$ cat src/hw/rtl/jkv_pkg.sv
package jkv_pkg;

    localparam int KEY_BYTES   = 16;
    localparam int KEY_IDX_W   = $clog2(KEY_BYTES + 1);
    localparam int KEY_SEL_W   = $clog2(KEY_BYTES);
    localparam int BUF_BYTES   = 256;
    localparam int LEN_W       = $clog2(BUF_BYTES + 1);
    localparam int CFG_W       = 64;
    localparam int CFG_IDX_W   = 3;
    localparam int QUEUE_DEPTH = 2;
    localparam int QPTR_W      = $clog2(QUEUE_DEPTH);
    localparam int QCNT_W      = $clog2(QUEUE_DEPTH + 1);
    localparam int OUT_DATA_W  = 16;

    localparam logic [7:0] CHAR_QUOTE = 8'h22;
    localparam logic [7:0] CHAR_COLON = 8'h3A;
    localparam logic [7:0] CHAR_COMMA = 8'h2C;
    localparam logic [7:0] CHAR_BRACE = 8'h7D;
    localparam logic [7:0] CHAR_SPACE = 8'h20;
    localparam logic [7:0] CHAR_TAB   = 8'h09;
    localparam logic [7:0] CHAR_LF    = 8'h0A;
    localparam logic [7:0] CHAR_CR    = 8'h0D;
    localparam logic [7:0] CHAR_T     = 8'h74;
    localparam logic [7:0] CHAR_F     = 8'h66;

    typedef enum logic [CFG_IDX_W-1:0] {
        CFG_KEY_LOW  = 3'd0,
        CFG_KEY_HIGH = 3'd1,
        CFG_KEY_LEN  = 3'd2,
        CFG_KIND     = 3'd3,
        CFG_CAPACITY = 3'd4
    } cfg_index_t;

    typedef enum logic [2:0] {
        STATUS_OK           = 3'd0,
        STATUS_NOT_FOUND    = 3'd1,
        STATUS_WRONG_TYPE   = 3'd2,
        STATUS_UNTERMINATED = 3'd3,
        STATUS_TOO_LONG     = 3'd4
    } status_t;

    typedef enum logic [2:0] {
        PH_SEARCH = 3'd0,
        PH_CAND   = 3'd1,
        PH_COLON  = 3'd2,
        PH_BLANK  = 3'd3,
        PH_STRING = 3'd4,
        PH_WORD   = 3'd5,
        PH_TERM   = 3'd6
    } phase_t;

    typedef enum logic {
        KIND_VALUE_BYTE = 1'b0,
        KIND_STATUS     = 1'b1
    } item_kind_t;

    typedef struct packed {
        logic [CFG_W-1:0]     key_low;
        logic [CFG_W-1:0]     key_high;
        logic [KEY_IDX_W-1:0] key_length;
        logic                 value_kind;
        logic [LEN_W-1:0]     capacity;
    } cfg_t;

    typedef struct packed {
        logic is_quote;
        logic is_colon;
        logic is_blank;
        logic is_t;
        logic is_f;
        logic is_term;
    } byte_class_t;

    typedef struct packed {
        logic [7:0]  data;
        logic        eod;
        byte_class_t cls;
    } q_item_t;

    function automatic logic [7:0] keyword_char(input logic is_true, input logic [2:0] idx);
        logic [7:0] c;
        c = 8'h00;
        if (is_true)
        begin
            unique case (idx[1:0])
                2'd0: c = 8'h74;
                2'd1: c = 8'h72;
                2'd2: c = 8'h75;
                2'd3: c = 8'h65;
            endcase
        end
        else
        begin
            unique case (idx)
                3'd0: c = 8'h66;
                3'd1: c = 8'h61;
                3'd2: c = 8'h6C;
                3'd3: c = 8'h73;
                3'd4: c = 8'h65;
                default: c = 8'h00;
            endcase
        end
        return c;
    endfunction

endpackage

$ cat src/hw/rtl/jkv_front.sv
module jkv_front (
    input  logic              s_axis_tvalid,
    output logic              s_axis_tready,
    input  logic [7:0]        s_axis_tdata,
    input  logic              s_axis_tlast,
    input  logic              push_ready,
    output logic              push,
    output jkv_pkg::q_item_t  push_item
);
    import jkv_pkg::*;

    byte_class_t cls;

    always_comb
    begin
        cls.is_quote = (s_axis_tdata == CHAR_QUOTE);
        cls.is_colon = (s_axis_tdata == CHAR_COLON);
        cls.is_blank = (s_axis_tdata == CHAR_SPACE) || (s_axis_tdata == CHAR_TAB)
                     || (s_axis_tdata == CHAR_LF) || (s_axis_tdata == CHAR_CR);
        cls.is_t     = (s_axis_tdata == CHAR_T);
        cls.is_f     = (s_axis_tdata == CHAR_F);
        cls.is_term  = (s_axis_tdata == CHAR_COMMA) || (s_axis_tdata == CHAR_BRACE)
                     || (s_axis_tdata == CHAR_SPACE) || (s_axis_tdata == CHAR_LF);
    end

    assign s_axis_tready  = push_ready;
    assign push           = s_axis_tvalid && push_ready;
    assign push_item.data = s_axis_tdata;
    assign push_item.eod  = s_axis_tlast;
    assign push_item.cls  = cls;

endmodule

$ cat src/hw/rtl/jkv_queue.sv
module jkv_queue (
    input  logic              clk,
    input  logic              rst_n,
    input  logic              push,
    input  jkv_pkg::q_item_t  push_item,
    output logic              push_ready,
    input  logic              pop,
    output logic              pop_valid,
    output jkv_pkg::q_item_t  pop_item
);
    import jkv_pkg::*;

    q_item_t           mem_reg [QUEUE_DEPTH];
    logic [QPTR_W-1:0] wr_ptr_reg, wr_ptr_next;
    logic [QPTR_W-1:0] rd_ptr_reg, rd_ptr_next;
    logic [QCNT_W-1:0] count_reg, count_next;

    assign push_ready = (count_reg != QCNT_W'(QUEUE_DEPTH));
    assign pop_valid  = (count_reg != '0);
    assign pop_item   = mem_reg[rd_ptr_reg];

    always_comb
    begin
        wr_ptr_next = wr_ptr_reg;
        rd_ptr_next = rd_ptr_reg;
        count_next  = count_reg;
        if (push)
        begin
            wr_ptr_next = (wr_ptr_reg == QPTR_W'(QUEUE_DEPTH - 1)) ? '0 : wr_ptr_reg + 1'b1;
        end
        if (pop)
        begin
            rd_ptr_next = (rd_ptr_reg == QPTR_W'(QUEUE_DEPTH - 1)) ? '0 : rd_ptr_reg + 1'b1;
        end
        if (push && !pop)
        begin
            count_next = count_reg + 1'b1;
        end
        else if (pop && !push)
        begin
            count_next = count_reg - 1'b1;
        end
    end

    always_ff @(posedge clk or negedge rst_n)
    begin
        if (!rst_n)
        begin
            wr_ptr_reg <= '0;
            rd_ptr_reg <= '0;
            count_reg  <= '0;
        end
        else
        begin
            wr_ptr_reg <= wr_ptr_next;
            rd_ptr_reg <= rd_ptr_next;
            count_reg  <= count_next;
        end
    end

    always_ff @(posedge clk)
    begin
        if (push)
        begin
            mem_reg[wr_ptr_reg] <= push_item;
        end
    end

endmodule

$ cat src/hw/rtl/jkv_back.sv
module jkv_back (
    input  logic              clk,
    input  logic              rst_n,
    input  jkv_pkg::cfg_t     cfg,
    input  logic              q_valid,
    input  jkv_pkg::q_item_t  q_item,
    output logic              pop,
    output logic              out_valid,
    input  logic              out_ready,
    output logic              out_kind,
    output logic [7:0]        out_byte,
    output logic [2:0]        out_status,
    output logic              out_bool
);
    import jkv_pkg::*;

    phase_t               phase_reg, phase_next;
    logic [KEY_IDX_W-1:0] kidx_reg, kidx_next;
    logic [LEN_W-1:0]     vlen_reg, vlen_next;
    logic [2:0]           kw_idx_reg, kw_idx_next;
    logic                 kw_true_reg, kw_true_next;
    logic                 sent_reg, sent_next;

    logic                 out_valid_reg, out_valid_next;
    item_kind_t           out_kind_reg;
    logic [7:0]           out_byte_reg;
    status_t              out_status_reg;
    logic                 out_bool_reg;

    logic [KEY_IDX_W-1:0]     klen;
    logic [LEN_W-1:0]         cap;
    logic [2*CFG_W-1:0]       key_all;
    logic [7:0]               key_char;
    logic [2:0]               wlen;
    logic                     have_byte;
    logic                     have_status;
    status_t                  status;
    logic                     bval;

    assign pop     = q_valid && (!out_valid_reg || out_ready);
    assign klen    = (cfg.key_length > KEY_IDX_W'(KEY_BYTES)) ? KEY_IDX_W'(KEY_BYTES)
                                                              : cfg.key_length;
    assign cap     = (cfg.capacity > LEN_W'(BUF_BYTES)) ? LEN_W'(BUF_BYTES) : cfg.capacity;
    assign key_all = {cfg.key_high, cfg.key_low};
    assign key_char = key_all[kidx_reg[KEY_SEL_W-1:0]*8 +: 8];
    assign wlen    = kw_true_reg ? 3'd4 : 3'd5;

    always_comb
    begin
        phase_next   = phase_reg;
        kidx_next    = kidx_reg;
        vlen_next    = vlen_reg;
        kw_idx_next  = kw_idx_reg;
        kw_true_next = kw_true_reg;
        sent_next    = sent_reg;
        have_byte    = 1'b0;
        have_status  = 1'b0;
        status       = STATUS_OK;
        bval         = 1'b0;

        if (pop && !sent_reg)
        begin
            unique case (phase_reg)
                PH_SEARCH:
                begin
                    if (q_item.cls.is_quote)
                    begin
                        phase_next = PH_CAND;
                        kidx_next  = '0;
                    end
                end
                PH_CAND:
                begin
                    if (q_item.cls.is_quote)
                    begin
                        if (klen != '0 && kidx_reg == klen)
                        begin
                            phase_next = PH_COLON;
                        end
                        else
                        begin
                            kidx_next = '0;
                        end
                    end
                    else if (kidx_reg < klen && q_item.data == key_char)
                    begin
                        kidx_next = kidx_reg + 1'b1;
                    end
                    else
                    begin
                        phase_next = PH_SEARCH;
                    end
                end
                PH_COLON:
                begin
                    if (q_item.cls.is_colon)
                    begin
                        phase_next = PH_BLANK;
                    end
                end
                PH_BLANK:
                begin
                    if (!q_item.cls.is_blank)
                    begin
                        if (!cfg.value_kind)
                        begin
                            if (q_item.cls.is_quote)
                            begin
                                phase_next = PH_STRING;
                                vlen_next  = '0;
                            end
                            else
                            begin
                                have_status = 1'b1;
                                status      = STATUS_WRONG_TYPE;
                            end
                        end
                        else if (q_item.cls.is_t || q_item.cls.is_f)
                        begin
                            phase_next   = PH_WORD;
                            kw_true_next = q_item.cls.is_t;
                            kw_idx_next  = 3'd1;
                        end
                        else
                        begin
                            have_status = 1'b1;
                            status      = STATUS_WRONG_TYPE;
                        end
                    end
                end
                PH_STRING:
                begin
                    if (q_item.cls.is_quote)
                    begin
                        have_status = 1'b1;
                        status      = (vlen_reg >= cap) ? STATUS_TOO_LONG : STATUS_OK;
                    end
                    else
                    begin
                        if (({1'b0, vlen_reg} + 1'b1) < {1'b0, cap})
                        begin
                            have_byte = 1'b1;
                        end
                        if (vlen_reg < cap)
                        begin
                            vlen_next = vlen_reg + 1'b1;
                        end
                    end
                end
                PH_WORD:
                begin
                    if (kw_idx_reg >= wlen)
                    begin
                        have_status = 1'b1;
                        status      = STATUS_WRONG_TYPE;
                    end
                    else if (q_item.data == keyword_char(kw_true_reg, kw_idx_reg))
                    begin
                        kw_idx_next = kw_idx_reg + 1'b1;
                        if (kw_idx_reg + 1'b1 == wlen)
                        begin
                            phase_next = PH_TERM;
                        end
                    end
                    else
                    begin
                        have_status = 1'b1;
                        status      = STATUS_WRONG_TYPE;
                    end
                end
                PH_TERM:
                begin
                    have_status = 1'b1;
                    if (q_item.cls.is_term)
                    begin
                        bval = kw_true_reg;
                    end
                    else
                    begin
                        status = STATUS_WRONG_TYPE;
                    end
                end
                default:
                begin
                    have_status = 1'b1;
                    status      = STATUS_WRONG_TYPE;
                end
            endcase

            // document closes without a status yet: judge by where parsing stands
            if (q_item.eod && !have_status)
            begin
                have_byte   = 1'b0;
                have_status = 1'b1;
                if (phase_next == PH_SEARCH || phase_next == PH_CAND || phase_next == PH_COLON)
                begin
                    status = STATUS_NOT_FOUND;
                end
                else if (phase_next == PH_STRING)
                begin
                    status = STATUS_UNTERMINATED;
                end
                else
                begin
                    status = STATUS_WRONG_TYPE;
                end
            end
        end

        if (pop)
        begin
            if (q_item.eod)
            begin
                phase_next   = PH_SEARCH;
                kidx_next    = '0;
                vlen_next    = '0;
                kw_idx_next  = '0;
                kw_true_next = 1'b0;
                sent_next    = 1'b0;
            end
            else if (have_status)
            begin
                sent_next = 1'b1;
            end
        end

        if (pop)
        begin
            out_valid_next = have_byte || have_status;
        end
        else if (out_ready)
        begin
            out_valid_next = 1'b0;
        end
        else
        begin
            out_valid_next = out_valid_reg;
        end
    end

    always_ff @(posedge clk or negedge rst_n)
    begin
        if (!rst_n)
        begin
            phase_reg     <= PH_SEARCH;
            kidx_reg      <= '0;
            vlen_reg      <= '0;
            kw_idx_reg    <= '0;
            kw_true_reg   <= 1'b0;
            sent_reg      <= 1'b0;
            out_valid_reg <= 1'b0;
        end
        else
        begin
            phase_reg     <= phase_next;
            kidx_reg      <= kidx_next;
            vlen_reg      <= vlen_next;
            kw_idx_reg    <= kw_idx_next;
            kw_true_reg   <= kw_true_next;
            sent_reg      <= sent_next;
            out_valid_reg <= out_valid_next;
        end
    end

    always_ff @(posedge clk)
    begin
        if (pop)
        begin
            out_kind_reg   <= have_status ? KIND_STATUS : KIND_VALUE_BYTE;
            out_byte_reg   <= have_status ? 8'h00 : q_item.data;
            out_status_reg <= have_status ? status : STATUS_OK;
            out_bool_reg   <= have_status ? bval : 1'b0;
        end
    end

    assign out_valid  = out_valid_reg;
    assign out_kind   = out_kind_reg;
    assign out_byte   = out_byte_reg;
    assign out_status = out_status_reg;
    assign out_bool   = out_bool_reg;

endmodule

$ cat src/hw/rtl/json_key_value_extractor.sv
// channel   | dir | tdata (low bit up)                              | tuser      | tlast
// s_axis    | in  | data_byte[7:0]                                  | -          | end_of_document
// m_axis    | out | value_byte[7:0] result_status[10:8] bool[11]    | item_kind  | -
// cfg       | in  | cfg_we, cfg_index (register number), cfg_data (write value)
//
// one byte per cycle unless m_axis stalls; input is queued, then registered at the output
// the front classifies bytes into a two-entry queue, the back parser owns the output register
// either side may stall on its own: the queue absorbs the back's output stalls
// rst_n resets parser state, queue pointers and config registers at once; no clearing pass
module json_key_value_extractor (
    input  logic        clk,
    input  logic        rst_n,
    input  logic        s_axis_tvalid,
    output logic        s_axis_tready,
    input  logic [7:0]  s_axis_tdata,    // data_byte
    input  logic        s_axis_tlast,
    output logic        m_axis_tvalid,
    input  logic        m_axis_tready,
    output logic [15:0] m_axis_tdata,    // value_byte, result_status, bool_value, zero pad
    output logic [0:0]  m_axis_tuser,    // item_kind
    input  logic        cfg_we,
    input  logic [2:0]  cfg_index,
    input  logic [63:0] cfg_data
);
    import jkv_pkg::*;

    logic [CFG_W-1:0]     key_low_reg;
    logic [CFG_W-1:0]     key_high_reg;
    logic [KEY_IDX_W-1:0] key_length_reg;
    logic                 value_kind_reg;
    logic [LEN_W-1:0]     capacity_reg;
    cfg_t                 cfg;

    logic    push, push_ready, pop, q_valid;
    q_item_t push_item, q_item;
    logic       out_kind, out_bool;
    logic [7:0] out_byte;
    logic [2:0] out_status;

    always_ff @(posedge clk or negedge rst_n)
    begin
        if (!rst_n)
        begin
            key_low_reg    <= '0;
            key_high_reg   <= '0;
            key_length_reg <= KEY_IDX_W'(1);
            value_kind_reg <= 1'b0;
            capacity_reg   <= LEN_W'(16);
        end
        else if (cfg_we)
        begin
            unique case (cfg_index)
                CFG_KEY_LOW:  key_low_reg    <= cfg_data;
                CFG_KEY_HIGH: key_high_reg   <= cfg_data;
                CFG_KEY_LEN:  key_length_reg <= cfg_data[KEY_IDX_W-1:0];
                CFG_KIND:     value_kind_reg <= cfg_data[0];
                CFG_CAPACITY: capacity_reg   <= cfg_data[LEN_W-1:0];
                default:      ;
            endcase
        end
    end

    assign cfg.key_low    = key_low_reg;
    assign cfg.key_high   = key_high_reg;
    assign cfg.key_length = key_length_reg;
    assign cfg.value_kind = value_kind_reg;
    assign cfg.capacity   = capacity_reg;

    jkv_front u_front (
        .s_axis_tvalid (s_axis_tvalid),
        .s_axis_tready (s_axis_tready),
        .s_axis_tdata  (s_axis_tdata),
        .s_axis_tlast  (s_axis_tlast),
        .push_ready    (push_ready),
        .push          (push),
        .push_item     (push_item)
    );

    jkv_queue u_queue (
        .clk        (clk),
        .rst_n      (rst_n),
        .push       (push),
        .push_item  (push_item),
        .push_ready (push_ready),
        .pop        (pop),
        .pop_valid  (q_valid),
        .pop_item   (q_item)
    );

    jkv_back u_back (
        .clk        (clk),
        .rst_n      (rst_n),
        .cfg        (cfg),
        .q_valid    (q_valid),
        .q_item     (q_item),
        .pop        (pop),
        .out_valid  (m_axis_tvalid),
        .out_ready  (m_axis_tready),
        .out_kind   (out_kind),
        .out_byte   (out_byte),
        .out_status (out_status),
        .out_bool   (out_bool)
    );

    assign m_axis_tdata = {4'b0000, out_bool, out_status, out_byte};
    assign m_axis_tuser = out_kind;

endmodule

$ cat config.mk
export PLATFORM = sky130hd
export DESIGN_NAME = json_key_value_extractor
export DESIGN_NICKNAME = d
export VERILOG_FILES = /design/src/hw/rtl/jkv_pkg.sv /design/src/hw/rtl/jkv_front.sv /design/src/hw/rtl/jkv_queue.sv /design/src/hw/rtl/jkv_back.sv /design/src/hw/rtl/json_key_value_extractor.sv
export SDC_FILE = /design/constraint.sdc
export NUM_CORES = 1
export LEC_CHECK = 0
export CAP_MARGIN = 10
export CORE_UTILIZATION = 69
export CTS_CLUSTER_SIZE = 8
export DETAILED_ROUTE_END_ITERATION = 8
export DONT_BUFFER_PORTS = 1
export MAX_ROUTING_LAYER = met4
export PLACE_DENSITY = 0.85
export SLEW_MARGIN = 0
export SYNTH_ARGS = -nofsm -noshare
export SYNTH_HDL_FRONTEND = slang
export SYNTH_SLANG_ARGS = --single-unit
$ cat constraint.sdc
create_clock -name clk -period 7.1 [get_ports clk]
set_input_delay 0.355 -clock clk [delete_from_list [all_inputs] [get_ports clk]]
set_output_delay 0.355 -clock clk [all_outputs]
set_load 0.005 [all_outputs]
# After elaboration in Yosys (flattened, before gate mapping)
# Memories as Yosys holds them, arrays and structs flattened.
# Cells that the tools add are included.
# Widths: inputs -> output; s select.
[classes]
add_sub_neg = 8
n_lt_le_gt_ge = 7
n_eq_ne = 35
n_shift = 1
mux = 99
n_reduce_logical = 43
[op_table]
columns = ["op", "n"]
rows = [
  ["$shiftx 128x8->8", 1],
  ["$mux 3", 31],
  ["$mux 9", 9],
  ["$mux 5", 8],
  ["$pmux 7 s5", 1],
  ["$mux 1", 33],
  ["$eq 8x6->1 const B", 4],
  ["$mux 8", 4],
  ["$pmux 8 s4", 1],
  ["$pmux 3 s5", 2],
  ["$eq 8x4->1 const B", 3],
  ["$eq 8x7->1 const B", 3],
  ["$eq 3x2->1 const B", 7],
  ["$eq 3x3->1 const B", 6],
  ["$pmux 9 s2", 1],
  ["$eq 8x8->1", 2],
  ["$reduce_and 2->1", 7],
  ["$eq 3x1->1 const B", 4],
  ["$logic_not 3->1", 4],
  ["$mux 2", 6],
  ["$logic_or 1x1->1", 11],
  ["$add 9x1->10 const B", 1],
  ["$lt 10x9->1", 1],
  ["$pmux 5 s2", 1],
  ["26 further kinds", 42],
]
[word_totals]
regBits = 183
ramBits = 30
input_bits = 81
out_inout_bits = 19
word_cells = 213
mem_count = 1
[mem_list]
columns = ["name", "words", "word_bits", "read_ports", "rd_ports_with_merged_regs", "write_ports", "line", "rtl"]
rows = [
  ["u_queue.mem_reg", 2, 15, 1, 0, 1, "jkv_queue.sv:13", "q_item_t mem_reg [QUEUE_DEPTH];"],
]

# Longest topological paths before layout
# Gate-level depths: netlist of the first run.
[logic_depth]
depth_word = 17
depth_mapped = 14
mapped_depth_nobuf = 11

# Cells and area by module
# Synthesis of the first run repeated with hierarchy kept, for this count alone.
[unflattened]
hier_cells = 871
area_unflattened_um2 = 12017.8
[modules_own_cells]
columns = ["module", "instances", "cells_per_inst", "area_each_um2", "seq_area_each_um2"]
rows = [
  ["json_key_value_extractor", 1, 312, 6015.8, 3580.9],
  ["jkv_back", 1, 461, 4450.5, 965.9],
  ["jkv_queue", 1, 63, 1323.8, 1001.0],
  ["jkv_front", 1, 35, 227.7, 0.0],
]

# Worst setup path before layout of the first run
# Ideal clock, no wire load.
[synth_path]
kind = "register to register"
startpoint = "register u_back.kidx_reg[0]"
endpoint = "register u_back.out_status_reg[0] (netlist: u_back.out_status[0]), data pin"
arrival_time_ps = 2687
required_time_ps = 6843
path_slack_ps = 4156
stages_incl_launch_ff = 11
n_path_buf = 2
synth_period_minus_slack_ps = 2944
path_cell_list = "dfrtp_1 > buf_6 > buf_12 > mux4_2 > a22oi_1 > nor3_1 > or4_1 > nor4_2 > nor4b_4 > o311ai_0 > a32o_1"
[synth_via]
elab_chain_len = 12
elab_cells_between_ends = 20
classes_between = "1 x order compare; 5 x eq/ne; 1 x shift; 8 x mux; 5 x reduce/logical"
[synth_lines]
columns = ["element", "line", "rtl"]
rows = [
  ["from (decl)", "jkv_back.sv:18", "logic [KEY_IDX_W-1:0] kidx_reg, kidx_next;"],
  ["from (signal assigned)", "jkv_back.sv:256", "kidx_reg <= kidx_next;"],
  ["$shiftx 128x8->8", "jkv_back.sv:45", "assign key_char = key_all[kidx_reg[KEY_SEL_W-1:0]*8 +: 8];"],
  ["$eq 8x8->1", "jkv_back.sv:85", "else if (kidx_reg < klen && q_item.data == key_char)"],
  ["$logic_and 1x1->1", "jkv_back.sv:85", ""],
  ["$mux 3", "jkv_back.sv:85", ""],
  ["$mux 3 (*)", "jkv_back.sv:74", "if (q_item.cls.is_quote)"],
  ["$pmux 3 s5 (*)", "jkv_back.sv:63", "unique case (phase_reg)"],
  ["$mux 3 (*)", "jkv_back.sv:61", "if (pop && !sent_reg)"],
  ["$eq 3x1->1 or $logic_not 3->1 (tied branches)", "jkv_back.sv:195", "if (phase_next == PH_SEARCH || phase_next == PH_CAND || phase_next == PH_COLON)"],
  ["$logic_or 1x1->1 (2 in a row)", "jkv_back.sv:195", ""],
  ["$mux 3 (*)", "jkv_back.sv:195", ""],
  ["$mux 3 (*)", "jkv_back.sv:191", "if (q_item.eod && !have_status)"],
  ["to (signal assigned)", "jkv_back.sv:271", "out_status_reg <= have_status ? status : STATUS_OK;"],
  ["to (decl)", "jkv_back.sv:27", "status_t out_status_reg;"],
]
# Every way passes the cells marked *; elsewhere a longest branch is shown, timed or not. The select of a mux whose other input is x is not followed.
# A chain may end at the register's enable or synchronous reset.

# Worst setup path after layout of the first run
# Ends and elaborated chain as after synthesis.

==> results of run 1 <==
## routing by layer
layer	global-route usage (%)	vias to the layer above	routed length, um
li1	-	3441	-
met1	47.9	4071	11300
met2	63.7	460	15200
met3	6.93	95	2220
met4	17.7	0	1250
met5	-	-	0
## placed cells by master (no fill, tap or decap), types with 10 or more instances in the layout
| cell type | instances |
|---|---|
| xnor2_1 | 13 |
| dlygate4sd3_1 | 75 |
| nand2_1 | 49 |
| dfrtp_1 | 167 |
| and3_1 | 10 |
| o21ai_0 | 17 |
| nor4_1 | 10 |
| a31oi_1 | 12 |
| edfxtp_1 | 43 |
| clkbuf_16 | 30 |
| nor3_1 | 22 |
| ha_1 | 34 |
| a21oi_1 | 17 |
| nor2_1 | 46 |
| o21a_1 | 12 |
| nand3_1 | 14 |
| inv_1 | 19 |
| mux2_2 | 147 |
| mux2i_1 | 22 |
| clkbuf_1 | 24 |
| mux4_2 | 30 |
## per-stage QoR
stage	cell area [sq um]	utilization (%)
after detailed placement	11300	70.8
after global routing	13000	81.3
after CTS	13000	81.3
final	13000	81.3
after global placement	11300	70.8
after floorplan	11300	-
## cell type report
cell class                 count  area, sq um
timing repair buffer          84          838
tap                          216          270
multi-input combinational    595         5340
sequential                   213         5550
inverter                      20         75.1
clock inverter                 1         30.0
fill                         820         2990
clock buffer                  55          855
## power breakdown
group | internal [mW] | total, mW | leakage [nW] | switching, mW
sequential | 1.57 | 1.79 | 2.49 | 0.227
combinational | 0.484 | 1.10 | 2.28 | 0.615
clock | 0.804 | 1.35 | 0.417 | 0.548
total | 2.85 | 4.24 | 5.19 | 1.39
## synthesized netlist by cell type (8+ instances only)
cell type,number
nand4_1,8
ha_1,34
a31oi_1,12
xor2_1,8
nand3_1,14
clkbuf_1,25
nor4_1,10
dfrtp_1,168
o21a_1,12
nor3_1,22
mux2i_1,22
o21ai_0,17
mux4_2,30
mux2_2,147
nor2b_1,9
nand2_1,49
edfxtp_1,43
and3_1,10
a21oi_1,17
inv_1,19
xnor2_1,13
nor2_1,46
## cell families (layout without fill, tap and decap cells)
| logic type | count (synthesis) | count (layout) |
|---|---|---|
| other | 1 | 4 |
| and+or+nand+nor | 216 | 216 |
| buffers and inverters | 69 | 160 |
| xor gates and xnor gates | 21 | 21 |
| DFF | 213 | 213 |
| adders and majority gates | 34 | 34 |
| muxes | 207 | 207 |
| AOI/OAI and AO/OA | 113 | 113 |
## worst reg2reg max path, stage by stage (launching register included)
cell      delay [ps]
dfrtp_2          650
buf_4            520
mux4_1           660
xnor2_1          150
and3_2           230
or4_1            490
nor4_2           230
nor4b_4          600
o311ai_0         360
a32o_1           320
## worst max-delay path by stage
stage | from | end | slack [ps] | depth (start not counted)
floorplan | u_back.kidx_reg[0] | u_back.out_status[0] | 4160 | 10
finish | u_back.kidx_reg[0] | u_back.out_status[0] | 2620 | 9
CTS | u_back.kidx_reg[0] | u_back.out_status[0] | 2780 | 9
detailed placement | u_back.kidx_reg[0] | u_back.out_status[0] | 2810 | 9
global route | u_back.kidx_reg[0] | u_back.out_status[0] | 2490 | 9
global placement | u_back.kidx_reg[0] | u_back.out_status[0] | 2970 | 9
## repair_timing
action | in CTS | in global routing
hold buffers | 76 | 0
resized for setup | 0 | 0
endpoints found under the hold margin | 331 | 0
setup buffers | 0 | 0
==> summary.txt, run 1 <==
Synth
  – Largest family of logic cells by synthesized area: multiplexers
  – Distinct cell type count after synthesis: 76
  – Area leader, netlist: dfrtp_1
  – Post-synth ARST share: 79.8%
  – Synth Area in Compound Gates: 7.05%
  – Post-synth EDFFs: 43
  – Post-Synth Adder-Cell Area: 3.77%
  – Post-synthesis mux area share: 24.5%
  – Post-Synth XOR/XNOR Area: 1.63%
  – Area contributors post-synth: dfrtp_1 37%, mux2_2 15%, edfxtp_1 11%, mux4_2 6.0%, ha_1 3.8%
  – Post-synthesis register bit count: 213
  – Prevailing post-synth register cell: dfrtp_1
  – Seq/Total Area, Yosys: 49.2%
  – Post-Syn Area: 11300 sq um
  – YS warnings: 0
  – Mapped Cells: 874
  – Simple-Gate Fraction of Synth Area: 10.1%
  – Post-synth top area share: 37.3%
  – Mean Syn Cell Area: 12.9 sq um

STA
  – Hold WS: 18.9 ps
  – Fin. Hold Viols: 0
  – Clock Skew: 15.0 ps
  – Measured slew at the worst slew-check pin: 1290 ps
  – Slew HR: 13.4%
  – Fin Setup TNS: 0 ps
  – Tmin final: 4480 ps
  – Post-route clock period utilization: 63.0%
  – FMAX: 223 MHz
  – Max Slew Vio Count: 0
  – RSZ-0062 raised after global routing: no
  – Setup violations, final: 0
  – Worst Slack Setup Final: 2620 ps

Power and ir drop
  – Maximum VDD drop: 0.254 mV
  – LEAKAGE: 5.19 nW
  – Pwr Total: 4.24 mW
  – Pwr per Cell Area: 328 nW/um^2

Route
  – Final WL: 30.0 mm
  – Initial DRC count: 750
  – WL/cell: 25.3 um
  – DRC: 0
  – Antenna Violating Nets Remaining: 0
  – Pre-antenna DRT Iters: 7
  – Detailed-route vias per instance: 6.81
  – Vias: 8067

Global route
  – Vias in the first global route: 8463
  – Gr usage total: 39.0%
  – Antenna violations before repair: 0
  – Largest net degree at the start of global routing: 171
  – First-pass GRT wire length: 47.7 mm
  – Residual overflow from global routing: 0

Placement
  – Post-place setup slack: 2810 ps
  – Dpl hpwl: 17.8 mm
  – PortBufs: 0
  – Routability cong.: 0.948
  – Cells after DPL: 1052

Die
  – Die H: 130 um
  – Starting Density: 70.7%
  – Die area: 16900 sq um
  – Core area: 15900 sq um
  – Die width: 130 um
  – Rows: 46
  – Ports: 100

Worst setup path
  – Internal reg-to-reg setup slack: 2620 ps
  – Worst R2R End: u_back.out_status[0]
  – Worst EP required: 7410 ps
  – Critical path's slowest cell: dfrtp_2
  – Worst Setup Start Kind: flop
  – Crit Path Category: flop to flop
  – Crit path cell chain: buf_4 > mux4_1 > xnor2_1 > and3_2 > or4_1 > nor4_2 > nor4b_4 > o311ai_0 > a32o_1
  – Cells on worst reg2reg path: 9
  – Worst r2r src: u_back.kidx_reg[0]
  – Buf/Inv on CP: 1
  – Endpoint class of the critical path: flop
  – CP peak stage delay: 650 ps
  – Top fanout value on the critical path: 26
  – Worst path top cell family by delay: simple AND/OR/NAND/NOR gates
  – Worst Path Arrival: 4780 ps

Worst hold path
  – WHS Endpoint: u_queue.mem_reg[1][1]
  – Cells on Worst Hold Path: 1
  – Type of the most critical hold path: primary input to flop
  – HP Start: s_axis_tdata[4]

Clocking
  – CTS Buffer Depth: 3
  – Clock slew at reported path FFs: 60 ps
  – CTS Buf Count: 30
  – Clock root cell: clkbuf_16
  – H-tree Lvls: 1
  – CTS Sinks: 213
  – CTS tree: built
  – Clock latency at the later pin of the worst-skew pair: 550 ps

Cells and area
  – N_diodes: 0
  – Finished Layout Cells: 1184
  – Area growth, synth to finish: 14.9%
  – Share of cells above drive strength 1: 24.7%
  – Layout net count: 1059

Flow run
  – MaxCap Viol Count: 0

Outcome
  – Status: completed
Note: power is estimated with default switching activity, not from simulation.
==> run 2, diff against run 1 <==
- CORE_UTILIZATION: 69 -> 58
- PLACE_DENSITY: 0.85 -> 0.76
- clock period: 7.1 -> 3.9 ns (I/O delays scaled with it)
==> run 2 against run 1 <==
  * The run now ends with hold timing left
  * Global-route usage is 11 points lower
  * Register-to-register slack worse by 2300 ps
  * Clock skew down 3.3 ps
  * Sequential power up 79%
  * Hold slack worse by 660 ps
  * Combinational power rose by 82%
  * Final area grew 1.5%
  * Clock power is 78% higher
  * Via count fell by 5.5%
  * Worst setup slack lost 2300 ps
  * Critical path type unchanged
  * Critical endpoint unchanged
  * Highest routed layer unchanged
==> summary.txt, run 2 (same netlist as run 1, synthesis figures left out) <==
Clocking
  – # resized after CTS: 0 (unchanged)
  – H-tree Lvls: 1 (unchanged)
  – CTS tree: built
  – Hold-fix buffers, CTS: 81 (+6.6%)
  – Clock root cell: clkbuf_16
  – Clock slew at reported path FFs: 50 ps (about the same)
  – CTS Sinks: 213 (unchanged)
  – CTS Buffer Depth: 3 (unchanged)
  – Clock latency at the later pin of the worst-skew pair: 530 ps (-20 ps)
  – CTS Buf Count: 30 (unchanged)
  – Post-CTS setup buffer count: 0 (unchanged)

Outcome
  – Status: finished, violations left
  – Violated checks: hold timing

Placement
  – Routability cong.: 0.884 (-6.7%)
  – Dpl hpwl: 16.9 mm (-4.9%)
  – PortBufs: 0 (unchanged)
  – Dpl cell area: 11500 sq um (+1.6%)

Worst setup path
  – Worst EP required: 4190 ps (-3220 ps)
  – Endpoint class of the critical path: flop
  – CP peak stage delay: 760 ps (+110 ps)
  – Worst Path Arrival: 3820 ps (-960 ps)
  – Critical path's slowest cell: dfrtp_2
  – Crit path cell chain: mux4_1 > xnor2_1 > and3_2 > or4_1 > nor4_2 > nor4b_4 > buf_4 > o31ai_1 > a32o_1
  – Worst Setup Start Kind: flop
  – Top fanout value on the critical path: 22 (-15%)
  – Crit Path Category: flop to flop

Power and ir drop
  – Pwr per Cell Area: 578 nW/um^2 (+77%)
  – LEAKAGE: 5.28 nW (+1.7%)
  – Pwr Total: 7.61 mW (+79%)
  – Maximum VDD drop: 0.371 mV (+46%)

STA
  – Fin Setup TNS: 0 ps (unchanged)
  – RSZ-0062 raised after global routing: no
  – Clock Skew: 11.7 ps (-3.32 ps)
  – Max Slew Vio Count: 0 (unchanged)
  – Tmin final: 3530 ps (-947 ps)
  – Slew HR: 24.6% (+11 points)
  – Setup violations, final: 0 (unchanged)
  – Fin. Hold Viols: 170 (+170)
  – Post-route clock period utilization: 90.5% (+27 points)
  – Hold WS: -644 ps (-663 ps)
  – Measured slew at the worst slew-check pin: 1120 ps (-170 ps)
  – FMAX: 283 MHz (+27%)

Cells and area
  – Number of fill cells: 1300 (+59%)
  – Fin area: 13200 sq um (+1.5%)
  – Commonest non-fill, non-tap cell in the layout: dfrtp_1
  – Multi-input gate area: 5340 sq um (unchanged)
  – Seq. cell area: 5550 sq um (unchanged)
  – N_diodes: 0 (unchanged)
  – Layout net count: 1080 (+2.0%)
  – Share of cells above drive strength 1: 25.7% (+1.0 points)
  – Area growth, synth to finish: 16.7%
  – Commonest cells after routing, fill and taps aside: 167 x dfrtp_1, 147 x mux2_2, 81 x dlygate4sd3_1, 49 x nand2_1, 46 x nor2_1

Route
  – Initial DRC count: 551 (-27%)
  – Vias: 7621 (-5.5%)
  – Antenna Violating Nets Remaining: 0 (unchanged)
  – Detailed-route vias per instance: 6.11 (-10%)
  – Pre-antenna DRT Iters: 5 (-2)
  – WL/cell: 21.1 um (-17%)
  – DRC: 0 (unchanged)
  – Final WL: 26.3 mm (-12%)

Worst hold path
  – Type of the most critical hold path: primary input to asynchronous set/reset pin

Die
  – Starting Density: 59.7% (-11 points)
  – Core area: 18900 sq um (+19%)
  – Ports: 100 (unchanged)
  – Die H: 141 um (+8.9%)
  – Rows: 50 (+8.7%)
  – Die width: 141 um (+8.9%)
  – Die area: 20000 sq um (+19%)

Global route
  – Largest net degree at the start of global routing: 171 (unchanged)
  – Antenna violations before repair: 0 (unchanged)
  – First-pass GRT wire length: 42.4 mm (-11%)
  – Vias in the first global route: 7731 (-8.6%)
  – Residual overflow from global routing: 0 (unchanged)
  – Gr usage total: 28.1% (-11 points)

Flow run
  – MaxCap Viol Count: 0 (unchanged)
-- run 2: cell count changes in the layout (fill, tap and decap cells not counted), sizes merged --
cell / previous run / this run
buf: 9 / 24
clkbuf: 55 / 54
dlygate4sd3: 75 / 81
clkinv: 2 / 1
-- run 2: through the flow --
step | utilization [%] | instances | setup slack [ps]
after detailed placement | 60.7 | 1112 | 377
after global routing | 69.6 | 1247 | 179
final | 69.6 | 1247 | 371
after CTS | 69.6 | 1247 | 371
after floorplan | - | 877 | 956
after global placement | 60.7 | 1112 | 444
-- run 2: critical path: cells and delay by family (launching register included) --
kind,cells,cell delay [ps]
AO/OA/AOI/OAI,2,330
XOR/XNOR,1,140
buffers and inverters,1,220
flip-flops,1,760
multiplexers,1,660
AND/OR/NAND/NOR,4,1150
-- run 2: report_power, final --
part / internal, mW / switching, mW
Clock: 1.48 / 0.921
Sequential: 2.85 / 0.349
Combinational: 0.936 / 1.06
Total: 5.27 / 2.33
-- run 2: path summary, 6_finish.rpt --
| path | depth (start not counted) | from | slack (ps) | to |
|---|---|---|---|---|
| setup / recovery | 9 | u_back.kidx_reg[0] | 370 | u_back.out_status[0] |
| hold / removal | 0 | rst_n | -640 | u_queue.rd_ptr_reg |
| setup reg to reg | 9 | u_back.kidx_reg[0] | 370 | u_back.out_status[0] |
| hold reg to reg | 1 | capacity_reg[0] | 500 | capacity_reg[0] |
| max in group asynchronous | 0 | rst_n | 4210 | u_back.kidx_reg[0] |
| min in group clk | 2 | s_axis_tdata[3] | 30 | u_queue.mem_reg[0][1] |
-- run 2: final cells by class --
cell class / instances / share of cell area (%)
Timing Repair Buffer: 105 / 7.53
Sequential cell: 213 / 42.2
Multi-Input combinational cell: 595 / 40.6
Tap cell: 260 / 2.47
Inverter: 20 / 0.571
Clock buffer: 54 / 6.63
-- run 2: per-layer routing --
metal	global-route usage (%)	wire, um	up-vias
li1	-	-	3485
met1	38.8	11500	3835
met2	44.0	12700	253
met3	3.78	1420	48
met4	8.49	651	0
met5	-	0	-
==> run 3, diff against run 2 <==
- SYNTH_HIERARCHICAL: unset -> 1
==> run 3 against run 2 <==
  * The flow still finishes with violations (hold timing)
  * Maximum frequency up 1.6%
  * First-iteration DRC count down 13%
  * Final area up 3.4%
  * Wire length up 1.4%
  * Combinational power up 11%
  * Total power up 3.0%
  * Clock skew down 2.9 ps
  * Utilization down 2.6 points
  * Critical endpoint is now u_back/out_byte[1]
==> summary.txt, run 3 <==
Outcome
  – Status: finished, violations left
  – Violated checks: hold timing

Clocking
  – Clock latency at the later pin of the worst-skew pair: 530 ps (about the same)
  – # resized after CTS: 0 (unchanged)
  – Post-CTS setup buffer count: 0 (unchanged)
  – Hold-fix buffers, CTS: 78 (-3.7%)
  – H-tree Lvls: 1 (unchanged)
  – CTS Sinks: 213 (unchanged)
  – CTS Buf Count: 30 (unchanged)
  – CTS Buffer Depth: 3 (unchanged)
  – Clock root cell: clkbuf_16
  – Clock slew at reported path FFs: 50 ps (about the same)
  – CTS tree: built

Global route
  – GR Util met1: 36.1% (-2.6 points)
  – GRT busiest layer: met2
  – Vias in the first global route: 7770 (+0.50%)
  – Antenna violations before repair: 0 (unchanged)
  – Global-route met2 utilization: 41.8% (-2.2 points)
  – First-pass GRT wire length: 43.2 mm (+2.0%)
  – Largest net degree at the start of global routing: 171 (unchanged)
  – Gr usage total: 26.7% (-1.4 points)
  – Met3 Track Usage GR: 3.48% (-0.30 points)
  – Residual overflow from global routing: 0 (unchanged)

Synth
  – Post-synth top area share: 35.0% (-2.3 points)
  – Synth Area in Compound Gates: 6.76% (-0.29 points)
  – Prevailing post-synth register cell: dfrtp_1
  – Mapped Cells: 871 (-0.34%)
  – Distinct cell type count after synthesis: 81 (+6.6%)
  – Area leader, netlist: dfrtp_1
  – Simple-Gate Fraction of Synth Area: 9.04% (-1.1 points)
  – Post-synthesis register bit count: 213 (unchanged)
  – Post-Synth Adder-Cell Area: 3.64% (-0.13 points)
  – Top cells by count, synth: 168 x dfrtp_1, 133 x mux2_4, 48 x nand2_1, 43 x edfxtp_1, 36 x nor2_1
  – Cell with the most instances after synthesis: dfrtp_1
  – Mean Syn Cell Area: 13.8 sq um (+7.0%)
  – Post-synthesis mux area share: 27.0% (+2.6 points)
  – Post-synth EDFFs: 43 (unchanged)
  – Area contributors post-synth: dfrtp_1 35%, mux2_4 17%, edfxtp_1 11%, mux4_2 3.9%, ha_1 3.6%
  – Post-Syn Area: 12000 sq um (+6.6%)
  – Post-Synth XOR/XNOR Area: 2.18% (+0.54 points)
  – YS warnings: 6 (+6)
  – Post-synth ARST share: 79.8% (unchanged)
  – Seq/Total Area, Yosys: 46.2% (-3.0 points)
  – Largest family of logic cells by synthesized area: multiplexers

STA
  – Fin Setup TNS: 0 ps (unchanged)
  – Tmin final: 3470 ps (-54.2 ps)
  – Fin. Hold Viols: 170 (unchanged)
  – Slew HR: 38.0% (+13 points)
  – RSZ-0062 raised after global routing: no
  – Measured slew at the worst slew-check pin: 930 ps (-193 ps)
  – Setup violations, final: 0 (unchanged)
  – Max Slew Vio Count: 0 (unchanged)
  – Hold WS: -633 ps (+10.9 ps)
  – Worst Slack Setup Final: 426 ps (+54.2 ps)
  – Clock Skew: 8.77 ps (-2.95 ps)
  – Post-route clock period utilization: 89.1% (-1.4 points)
  – FMAX: 288 MHz (+1.6%)

Die
  – Core area: 20300 sq um (+7.4%)
  – Starting Density: 59.2% (-0.47 points)
  – Rows: 52 (+4.0%)
  – Ports: 100 (unchanged)
  – Die width: 146 um (+3.2%)
  – Die area: 21300 sq um (+6.5%)
  – Die H: 146 um (+3.2%)

Placement
  – PortBufs: 0 (unchanged)
  – Routability cong.: 0.878 (-0.73%)
  – Dpl hpwl: 17.3 mm (+2.3%)
  – Post-place setup slack: 506 ps (+129 ps)

Cells and area
  – Final Core Density: 67.0% (-2.6 points)
  – Commonest cells after routing, fill and taps aside: 167 x dfrtp_1, 133 x mux2_4, 78 x dlygate4sd3_1, 48 x nand2_1, 43 x edfxtp_1
  – Commonest non-fill, non-tap cell in the layout: dfrtp_1
  – Area growth, synth to finish: 13.2%
  – N_diodes: 0 (unchanged)
  – Number of fill cells: 1400 (+7.7%)
  – Layout net count: 1056 (-2.2%)
  – Share of cells above drive strength 1: 27.0% (+1.3 points)

Route
  – Final WL: 26.7 mm (+1.4%)
  – DRC: 0 (unchanged)
  – Vias: 7330 (-3.8%)
  – Initial DRC count: 477 (-13%)
  – Pre-antenna DRT Iters: 5 (unchanged)
  – Antenna Violating Nets Remaining: 0 (unchanged)
  – WL/cell: 21.6 um (+2.6%)
  – Detailed-route vias per instance: 5.95 (-2.6%)

Worst setup path
  – Worst Path Arrival: 3860 ps (+40 ps)
  – Worst EP required: 4280 ps (+90 ps)
  – Crit Path Category: flop to flop
  – Top fanout value on the critical path: 9 (-59%)
  – Endpoint class of the critical path: flop
  – Worst Setup Start Kind: flop

Flow run
  – MaxCap Viol Count: 0 (unchanged)

Power and ir drop
  – Pwr Total: 7.83 mW (+3.0%)
  – Pwr per Cell Area: 576 nW/um^2 (-0.42%)
  – Maximum VDD drop: 0.530 mV (+43%)
  – LEAKAGE: 5.69 nW (+7.8%)

Worst hold path
  – Type of the most critical hold path: primary input to asynchronous set/reset pin
run 3: cell types whose count changed after synthesis, sizes merged, moves of 5 or more:
cell,before,now
xor2,8,13
nor2,46,36
nor3,22,17
nor4,11,6
buf,17,43
a31oi,12,6
mux2,147,163
nor2b,9,19
clkbuf,32,15
mux2i,23,18
mux4,37,31
run 3: stage by stage:
step	cell area [sq um]	instances
CTS	13600	1232
detailed placement	12000	1100
finish	13600	1232
global placement	12000	1100
floorplan	12000	874
global route	13600	1232
run 3: power by group:
| group | total, mW | internal [mW] | switching, mW |
|---|---|---|---|
| clock | 2.38 | 1.45 | 0.930 |
| combinational | 2.22 | 1.12 | 1.09 |
| sequential | 3.24 | 2.86 | 0.379 |
run 3: logic make-up after synthesis:
kind of cell	Yosys count
flops	213
other cells	1
fa+ha+maj	35
compound gates	106
xor+xnor	26
buf+inv	76
simple gates	202
mux	212
run 3: worst max-delay path, stage by stage (launching register included):
cell and delay [ps]:
dfrtp_1 440, ha_1 280, ha_1 220, nor3_1 150, o21ai_0 140, or3_1 340
a2111oi_2 560, nand3_1 300, o21ai_1 400, a21oi_1 300, nor2b_1 190
run 3: path summary, 6_finish.rpt:
path	startpoint	to	slack (ps)	cells after the start
setup / recovery	u_back/kw_idx_reg[0]	u_back/out_byte[1]	430	10
hold / removal	rst_n	u_back/vlen_reg[3]	-630	0
setup reg to reg	u_back/kw_idx_reg[0]	u_back/out_byte[1]	430	10
hold reg to reg	u_queue/wr_ptr_reg	u_queue/wr_ptr_reg	490	1
max in group asynchronous	rst_n	key_high_reg[34]	4160	0
min in group clk	s_axis_tdata[0]	u_queue/mem_reg[1][2]	20	2
run 3: area by class of cell:
cell class / count / area [sq um] / share of cell area [%]
multi-input cells: 585 / 5880 / 43.2
flip-flops and latches: 213 / 5550 / 40.8
repair buffers: 92 / 911 / 6.70
clock buffers: 53 / 847 / 6.23
well taps: 270 / 338 / 2.48
inverters: 18 / 67.6 / 0.497
clock inverters: 1 / 16.3 / 0.120
run 3: per-layer routing:
metal	wire, um	part of all wire [%]	vias up
li1	-	-	3372
met1	12100	45	3699
met2	12700	48	208
met3	1180	4.4	51
met4	667	2.5	0
met5	0	0	-
